**config.mk**
```make
export PLATFORM = sky130hd
export DESIGN_NAME = pfb_front
export DESIGN_NICKNAME = d
export VERILOG_FILES = /design/src/design/packet_fifo_byte_budget_defines.svh /design/src/design/pfb_pkg.sv /design/src/design/pfb_front.sv
export SDC_FILE = /design/constraint.sdc
export NUM_CORES = 1
export LEC_CHECK = 0
export BUFFER_PORTS_ARGS = -buffer_cell sky130_fd_sc_hd__buf_2
export CAP_MARGIN = 15
export CORE_MARGIN = 2
export CORE_UTILIZATION = 44
export DETAILED_ROUTE_END_ITERATION = 10
export GPL_TIMING_DRIVEN = 0
export HOLD_SLACK_MARGIN = 0.1
export PLACE_DENSITY = 0.77
export RECOVER_POWER = 100
export SLEW_MARGIN = 20
export SYNTH_ARGS = -nofsm -noshare
export SYNTH_HDL_FRONTEND = slang
export SYNTH_SLANG_ARGS = --single-unit
```
**constraint.sdc**
```tcl
create_clock -name i_clk -period 2.19 [get_ports i_clk]
set_input_delay 0.3285 -clock i_clk [delete_from_list [all_inputs] [get_ports i_clk]]
set_output_delay 0.3285 -clock i_clk [all_outputs]
set_load 0.01 [all_outputs]
```
**src/design/packet_fifo_byte_budget_defines.svh**
```systemverilog
// Assertion helpers used by the packet FIFO executor RTL (pfb_back).
`ifndef PACKET_FIFO_BYTE_BUDGET_DEFINES_SVH
`define PACKET_FIFO_BYTE_BUDGET_DEFINES_SVH

// Property that must hold at every clock edge outside reset.
`define PFB_ASSERT_PROP(lbl, clk, rst_n, prop, msg) \
    lbl: assert property (@(posedge clk) disable iff (!rst_n) prop) else $error(msg);

// Condition that must never be true outside reset.
`define PFB_ASSERT_NEVER(lbl, clk, rst_n, cond, msg) \
    lbl: assert property (@(posedge clk) disable iff (!rst_n) !(cond)) else $error(msg);

`endif

```
**src/design/pfb_pkg.sv**
```systemverilog
`default_nettype none
package pfb_pkg;

    localparam int BYTE_W  = 8;
    localparam int LEN_W   = 7;
    localparam int LIMIT_W = 11;

    localparam logic [LIMIT_W-1:0] LIMIT_RESET = 11'd1024;

    localparam logic OP_WRITE = 1'b0;
    localparam logic OP_READ  = 1'b1;

    localparam logic [1:0] KIND_ACK   = 2'd0;
    localparam logic [1:0] KIND_DATA  = 2'd1;
    localparam logic [1:0] KIND_EMPTY = 2'd2;

    // Command handed from the front end to the executor.
    typedef struct packed {
        logic              is_read;
        logic              first;    // first byte of a written packet
        logic              len_ok;   // declared length in 1..MAX_PACKET
        logic [BYTE_W-1:0] data;
        logic [LEN_W-1:0]  len;
        logic              last;
    } t_cmd;

    typedef struct packed {
        logic [1:0]        kind;
        logic [BYTE_W-1:0] data;
        logic [LEN_W-1:0]  len;
        logic              last;
    } t_result;

endpackage
`default_nettype wire

```
**src/design/pfb_front.sv**
```systemverilog
`default_nettype none
module pfb_front #(
    parameter int MAX_PACKET = 64
) (
    input  wire logic                      i_clk,
    input  wire logic                      i_rst_n,
    input  wire logic                      i_valid,
    output logic                           o_stall,
    input  wire logic                      i_op,
    input  wire logic [pfb_pkg::BYTE_W-1:0] i_data_byte,
    input  wire logic [pfb_pkg::LEN_W-1:0]  i_packet_length,
    input  wire logic                      i_last_byte,
    output logic                           o_cmd_valid,
    input  wire logic                      i_cmd_take,
    output pfb_pkg::t_cmd                  o_cmd
);
    import pfb_pkg::*;

    logic       r_in_packet;
    t_cmd       r_q [2];
    logic       r_qwp;
    logic       r_qrp;
    logic [1:0] r_qcnt;
    logic       push;
    logic       is_wr;
    t_cmd       cmd;

    assign o_stall     = (r_qcnt == 2'd2);
    assign push        = i_valid && !o_stall;
    assign is_wr       = (i_op == OP_WRITE);
    assign o_cmd_valid = (r_qcnt != 2'd0);
    assign o_cmd       = r_q[r_qrp];

    always_comb begin
        cmd.is_read = (i_op == OP_READ);
        cmd.first   = is_wr && !r_in_packet;
        cmd.len_ok  = (i_packet_length != '0) &&
                      (i_packet_length <= LEN_W'(MAX_PACKET));
        cmd.data    = i_data_byte;
        cmd.len     = i_packet_length;
        cmd.last    = i_last_byte;
    end

    always_ff @(posedge i_clk) begin
        if (!i_rst_n) begin
            r_in_packet <= 1'b0;
            r_qwp       <= 1'b0;
            r_qrp       <= 1'b0;
            r_qcnt      <= 2'd0;
        end else begin
            if (push && is_wr) begin
                r_in_packet <= !i_last_byte;
            end
            if (push) begin
                r_qwp <= !r_qwp;
            end
            if (i_cmd_take) begin
                r_qrp <= !r_qrp;
            end
            r_qcnt <= r_qcnt + 2'(push) - 2'(i_cmd_take);
        end
    end

    always_ff @(posedge i_clk) begin
        if (push) begin
            r_q[r_qwp] <= cmd;
        end
    end

endmodule
`default_nettype wire

```
==> results of run 1 <==
[registers in the layout, indices dropped and copies added, names as in the netlist, named ones only]
signal / flops
r_in_packet: 1
r_q: 38
r_qcnt: 2
r_qrp: 1
r_qwp: 1
[where the power goes]
group | leakage [nW] | switching (W) | internal [W]
registers | 0.404 | 0.0000315 | 0.00104
clock network | 0.0532 | 0.000251 | 0.000332
logic | 0.234 | 0.000201 | 0.000142
total | 0.691 | 0.000484 | 0.00151
[stage by stage]
stage	hold WS, ns	std cells	instance area (µm²)
floorplan	0.427	94	1670
detailed placement	0.501	183	1940
global placement	0.466	183	1940
finish	0.221	191	1990
global route	0.208	191	1990
CTS	0.215	191	2040
[per-layer routing]
metal  global-route usage, %  vias up  share of wire (%)
met3                    5.65        5                6.2
met5                       0        -                  0
li1                        -      443                  -
met1                    15.2      438                 40
met2                    24.9       36                 53
met4                    7.03        0                1.5
[cell usage in the layout, fill, tap and decap left out, drive strengths merged]
cell	netlist	layout
or3	1	1
mux2	20	20
nor2	4	4
nor3	1	1
ha	1	1
edfxtp	38	38
bufinv	0	1
a21oi	2	2
nand2b	1	1
buf	2	8
dfxtp	6	6
clkbuf	0	40
o21ai	2	2
nor2b	1	1
nand2	1	1
a311oi	1	1
inv	4	4
and2	2	2
and3	1	1
xnor2	4	4
or4	1	1
or2	1	1
clkinv	0	2
[area by class of cell]
class                      instances  area (µm²)  share of cell area [%]
timing repair buffer              41         163                    8.17
clock buffer                       5        68.8                    3.45
multi-input combinational         44         377                    18.9
sequential                        44        1260                    63.3
tap                               48        60.1                    3.02
clock inverter                     3        37.5                    1.88
buffer                             2        10.0                   0.503
inverter                           4        15.0                   0.754
[logic make-up after synthesis]
family          Yosys count  share of synthesized area, %
buf+inv                   6                          1.50
fa+ha+maj                 1                         0.748
simple gates             14                          5.02
compound gates            5                          1.72
flops                    44                          75.4
mux                      20                          13.5
xor+xnor                  4                          2.10
[how the worst max path moves through the flow]
stage / start / to
6_report: register / o_cmd[7]
2_1_floorplan: r_qcnt[0] / r_q[0][0]
5_1_grt: r_qcnt[0] / r_q[0][0]
3_3_place_gp: r_qcnt[0] / r_q[0][9]
3_5_place_dp: r_qcnt[0] / r_q[0][10]
4_1_cts: register / o_cmd[7]
==> reports/qor.txt, run 1 <==
Max VDD drop: 486 µV
Worst Hold Endpoint: r_q[0][9]
Post-Syn Area per Cell: 17.8 µm²
Synth warn: 0
Max_cap viols: 0
Hold Path Origin: i_data_byte[1]
Status: completed
Path depth of the worst reg2reg path: 4
Layout filler cell count: 330
Hpwl dp: 1940 µm
Buffers & Inverters on Critical Path: 3
Min-Delay Path Class: primary input to register
Vias post-DR: 922
Core Util, Final: 54.4%
Max-slew headroom: 40.1%
Critical Path End Type: primary output
ANT cells: 0
Nets@finish: 164
Top cell type's share of synthesized area: 68.3%
Post-Syn Instances: 94
Total track usage: 14.4%
Count of different cell masters after synthesis: 21
Worst Tran Pin Value: 0.898 ns
Die area: 4310 µm²
Fmax: 0.501 GHz
Final hold vios: 0
Setup TNS: 0 ns
P&R area growth vs syn: 19.2%
Commonest register cell after synthesis: edfxtp_1
Vias in the first global route: 985
Initial antenna violation count: 0
DRT iter0 DRCs: 51
Post-Place Worst Slack: 0.227 ns
Vias/cell: 4.83
#FFs+latches synth: 44
Crit path launch type: register
Setup slack, reg-to-reg: 0.24 ns
Required time worst endpoint: 1.86 ns
Crit Path Class: register to primary output
Cell family with most CP delay: buffers and inverters
Wire length of the first global-routing pass: 4330 µm
Post-CTS setup buffer count: 0
Setup-failing EPs final: 0
Post-cts repair resize count: 0
Hold path cells: 1
Congestion Overflow GR: 0
Critical Path AT: 1.67 ns
Clk slew on worst S/H paths: 0.08 ns
Detailed Route WL: 2770 µm
Initial core utilization: 45.7%
I/O Buffers: 41
DRC errors left: 0
Die height: 65.6 µm
Clock buffer depth: 2
Ys async rst share: 0%
Most frequent cell after synthesis: edfxtp_1
Post-synth EDFFs: 38
Core area: 3660 µm²
# clock sinks: 44
CTS tree: yes
Layout cells sized above 1: 25.2%
Clock latency at the later pin of the worst-skew pair: 0.29 ns
WL per Instance: 14.5 µm
Die X: 65.6 µm
Final Slew Violations: 0
Cell count along the critical path: 4
Clock Skew: 0.0103 ns
Total CTS buffers: 5
Fin crit period: 1.99 ns
Pwr/cell area: 1000 nW/µm²
Gp weighted congestion: 0.721
Synth cell count leaders: 38 x edfxtp_1, 20 x mux2_2, 6 x dfxtp_1
Reg-to-Reg End: r_q[0][3]
Leakage power: 0.691 nW
IO Pins: 42
Post-CTS Hold Buffers: 0
Post-DRT Antenna Nets: 0
CP max-delay cell: mux2_2
Largest cells by area after synthesis: edfxtp_1 68%, mux2_2 13%, dfxtp_1 7.2%
Post-synthesis sequential area ratio: 75.4%
Launch point of the worst reg-to-reg path: r_qcnt[0]
Area leader, netlist: edfxtp_1
Final Total Pwr: 0.00200 W
Synthesized cell area: 1670 µm²
Row cnt: 22
CTS Root Cell: clkbuf_8
Syn nets: 116
DRT Pass-1 Iters: 4
Crit-path max cell delay: 0.38 ns
Max Fanout on Critical Path: 10
Crit-path cells: buf_2 > clkbuf_2 > mux2_2 > clkbuf_1
CTS H-tree lvls: 2
Setup slack after layout: 0.195 ns
Unrepaired setup endpoints after global routing: false
Largest net degree at the start of global routing: 20
Final period util: 91.1%
(Power assumes the default switching activity.)
==> inputs of run 2 (changes only) <==
--- a/config.mk
+++ b/config.mk
@@ -12,6 +12,7 @@
 export DETAILED_ROUTE_END_ITERATION = 10
 export GPL_TIMING_DRIVEN = 0
 export HOLD_SLACK_MARGIN = 0.1
+export MAX_ROUTING_LAYER = met4
 export PLACE_DENSITY = 0.77
 export RECOVER_POWER = 100
 export SLEW_MARGIN = 20
==> reports/qor.txt, run 2 (same netlist as run 1, synthesis figures left out) <==
Die area: 4310 µm²
Vias post-DR: 925
Core area: 3660 µm²
Register with the most flip-flops: r_q
Max VDD drop: 486 µV
I/O Buffers: 41
Clock latency at the later pin of the worst-skew pair: 0.29 ns
ANT cells: 0
Vias in the first global route: 979
Pwr/cell area: 1000 nW/µm²
CTS Root Cell: clkbuf_8
Critical Path AT: 1.67 ns
Fin area: 1990 µm²
Layout filler cell count: 330
Fin crit period: 2.00 ns
Max_cap viols: 0
Leakage power: 0.691 nW
Status: completed
Post-DRT Antenna Nets: 0
Setup TNS: 0 ns
Gp weighted congestion: 0.729
Detailed Route WL: 2770 µm
Clock Skew: 0.00999 ns
CTS tree: yes
Max-slew headroom: 40.3%
P&R area growth vs syn: 19.2%
Largest net degree at the start of global routing: 20
Fmax: 0.501 GHz
Wire length of the first global-routing pass: 4320 µm
Setup-failing EPs final: 0
Initial core utilization: 45.7%
WL per Instance: 14.5 µm
Critical Path End Type: primary output
Row cnt: 22
Hpwl dp: 1940 µm
Vias/cell: 4.84
Min-Delay Path Class: primary input to register
Final period util: 91.1%
Worst Tran Pin Value: 0.895 ns
Final Slew Violations: 0
Nets@finish: 164
Max Fanout on Critical Path: 10
Die X: 65.6 µm
Post-DP Area: 1940 µm²
DRT Pass-1 Iters: 4
Setup slack, reg-to-reg: 0.23 ns
Post-CTS setup buffer count: 0
DRC errors left: 0
Post-cts repair resize count: 0
Biggest regs: r_q (38), r_qcnt (2)
# clock sinks: 44
Total CTS buffers: 5
Crit Path Class: register to primary output
Die height: 65.6 µm
Layout cells sized above 1: 25.2%
Most common cell after layout, fill and taps aside: edfxtp_1
Final hold vios: 0
DRT iter0 DRCs: 49
Most frequent cells in the layout: 38 x edfxtp_1, 34 x clkbuf_1, 20 x mux2_2, 8 x buf_2, 6 x dfxtp_1
Congestion Overflow GR: 0
Total track usage: 14.8%
IO Pins: 42
Clk slew on worst S/H paths: 0.08 ns
Unrepaired setup endpoints after global routing: false
Max reg flops: 38
Initial antenna violation count: 0
Crit path launch type: register
CTS H-tree lvls: 2
Clock buffer depth: 2
Required time worst endpoint: 1.86 ns
Post-CTS Hold Buffers: 0
run 2: cell type report:
type                       instances  area [µm²]  area share (%)
multi-input combinational         44         377            18.9
sequential                        44        1260            63.3
timing repair buffer              41         163            8.17
clock inverter                     3        37.5            1.88
inverter                           4        15.0           0.754
buffer                             2        10.0           0.503
tap                               48        60.1            3.02
clock buffer                       5        68.8            3.45
run 2: worst paths after layout:
kind | from | to | depth (start not counted)
hold / removal | i_data_byte[1] | r_q[0][9] | 1
setup / recovery | register | o_cmd[7] | 4
setup reg to reg | r_qcnt[0] | r_q[0][3] | 4
hold reg to reg | r_qwp | r_qwp | 2
run 2: critical path, stage by stage (launching register included):
cell and delay (ns):
dfxtp_1 0.31, buf_2 0.24, clkbuf_2 0.32, mux2_2 0.38, clkbuf_1 0.13
run 2: routing by layer:
metal	vias up	track usage (%)	part of all wire [%]
met5	-	-	0
met4	0	9.38	2.4
met3	6	4.11	5.6
met2	36	24.9	53
met1	440	15.2	39
li1	443	-	-
run 2: through the flow:
step                setup WS [ns]  cells  util [%]  total power (W)  hold slack [ns]
floorplan                   0.505     94         -          0.00131            0.427
global placement            0.332    183      52.9          0.00143            0.466
detailed placement          0.227    183      52.9          0.00146            0.501
CTS                         0.170    191      55.8          0.00204            0.215
global route               0.0617    191      54.4          0.00210            0.210
finish                      0.194    191      54.4          0.00200            0.219
run 2: power by group:
| group | switching [W] | internal, W | total, W |
|---|---|---|---|
| sequential | 0.0000314 | 0.00104 | 0.00107 |
| clock | 0.000252 | 0.000332 | 0.000584 |
| combinational | 0.000202 | 0.000142 | 0.000344 |
| total | 0.000485 | 0.00151 | 0.00200 |
==> inputs of run 3 (changes only) <==
--- a/config.mk
+++ b/config.mk
@@ -13,7 +13,7 @@
 export GPL_TIMING_DRIVEN = 0
 export HOLD_SLACK_MARGIN = 0.1
 export MAX_ROUTING_LAYER = met4
-export PLACE_DENSITY = 0.77
+export PLACE_DENSITY = 0.78
 export RECOVER_POWER = 100
 export SLEW_MARGIN = 20
 export SYNTH_ARGS = -nofsm -noshare
==> reports/qor.txt, run 3 (same netlist as run 1, synthesis figures left out) <==
Total track usage: 13.3%
Crit path launch type: register
Post-cts repair resize count: 0
Max VDD drop: 587 µV
Unrepaired setup endpoints after global routing: false
Max_cap viols: 0
Nets@finish: 164
Fmax: 0.505 GHz
Crit-path cells: buf_2 > clkbuf_2 > mux2_2 > clkbuf_1
Power share of the sequential group: 57.2%
Path depth of the worst reg2reg path: 4
Pint: 0.00140 W
CP max-delay cell: mux2_2
Post-CTS setup buffer count: 0
Final Slew Violations: 0
Hold path cells: 1
Crit Path Class: register to primary output
WL per Instance: 13.5 µm
Fin crit period: 1.98 ns
Die X: 65.6 µm
Max reg flops: 38
Max Fanout on Critical Path: 10
Post-DRT Antenna Nets: 0
DRT iter0 DRCs: 41
IO Pins: 42
Critical Path AT: 1.65 ns
Congestion Overflow GR: 0
Pwr/cell area: 949 nW/µm²
Final Total Pwr: 0.00187 W
ANT cells: 0
Clock latency at the later pin of the worst-skew pair: 0.28 ns
Non-Filler Instances: 191
Layout cells sized above 1: 25.2%
Most frequent cells in the layout: 38 x edfxtp_1, 37 x clkbuf_1, 20 x mux2_2, 7 x buf_2, 6 x dfxtp_1
Hpwl dp: 1850 µm
Core area: 3660 µm²
Final period util: 90.4%
Setup-failing EPs final: 0
Biggest regs: r_q (38), r_qcnt (2)
Worst Tran Pin Value: 0.872 ns
Required time worst endpoint: 1.86 ns
Setup TNS: 0 ns
Final hold vios: 0
Clock Skew: 0.00659 ns
DRT Pass-1 Iters: 4
Clk pwr share: 24.5%
Die height: 65.6 µm
Sw Share: 24.8%
Row cnt: 22
CTS Root Cell: clkbuf_8
Gp weighted congestion: 0.705
Clk slew on worst S/H paths: 0.07 ns
Comb power frac: 18.3%
Die area: 4310 µm²
Register with the most flip-flops: r_q
Post-CTS Hold Buffers: 0
Initial antenna violation count: 0
Layout filler cell count: 314
I/O Buffers: 41
Min-Delay Path Class: primary input to register
Wire length of the first global-routing pass: 4040 µm
Clock buffer depth: 2
Max-slew headroom: 41.9%
Leakage power: 0.677 nW
DRC errors left: 0
Initial core utilization: 45.7%
Vias in the first global route: 974
CTS H-tree lvls: 2
Vias/cell: 4.85
Total CTS buffers: 5
Critical Path End Type: primary output
Placed Cells: 183
# clock sinks: 44
P_sw: 0.000464 W
Crit-path max cell delay: 0.38 ns
Largest net degree at the start of global routing: 20
Final hold slack: 0.240 ns
P&R area growth vs syn: 17.7%
Vias post-DR: 926
CTS tree: yes
Most common cell after layout, fill and taps aside: edfxtp_1
Detailed Route WL: 2570 µm
Status: completed
[run 3: final timing paths]
check | from | endpoint | slack, ns
worst max-delay path | register | o_cmd[2] | 0.21
worst min-delay path | i_data_byte[1] | r_q[1][9] | 0.24
worst max register to register | r_qcnt[0] | r_q[0][15] | 0.28
worst min register to register | r_qwp | r_qwp | 0.51
[run 3: critical path: cells and delay by family, from the launching register on]
family                 cells  cell delay (ns)
multiplexers               1             0.38
buffers and inverters      3             0.67
flip-flops                 1             0.30
[run 3: metal layers]
layer / up-vias / global-route usage [%] / wire [µm]
met5: - / - / 0
met4: 0 / 6.77 / 46
met3: 7 / 4.11 / 139
met2: 27 / 23.2 / 1360
met1: 448 / 13.4 / 1020
li1: 444 / - / -
[run 3: cell type report]
cell class / instances / area [µm²] / area share, %
Timing Repair Buffer: 41 / 161 / 8.21
Inverter: 4 / 15.0 / 0.763
Clock buffer: 7 / 76.3 / 3.88
Tap cell: 48 / 60.1 / 3.05
Multi-Input combinational cell: 44 / 378 / 19.2
Sequential cell: 44 / 1260 / 64.1
Buffer: 2 / 10.0 / 0.509
Clock inverter: 1 / 5.00 / 0.254
[run 3: power groups by stage]
stage / combinational, W / clock (W) / sequential, W
after floorplan: 0.000235 / 0 / 0.00108
after global placement: 0.000352 / 0 / 0.00108
after detailed placement: 0.000367 / 0 / 0.00109
after CTS: 0.000370 / 0.000469 / 0.00107
after global routing: 0.000378 / 0.000504 / 0.00108
final: 0.000342 / 0.000457 / 0.00107
[run 3: through the flow]
step	area [µm²]	utilization (%)	setup WS [ns]
3_3_place_gp	1940	52.9	0.328
4_1_cts	2020	55.1	0.191
3_5_place_dp	1940	52.9	0.289
2_1_floorplan	1670	-	0.505
5_1_grt	1970	53.7	0.0898
6_report	1970	53.7	0.211
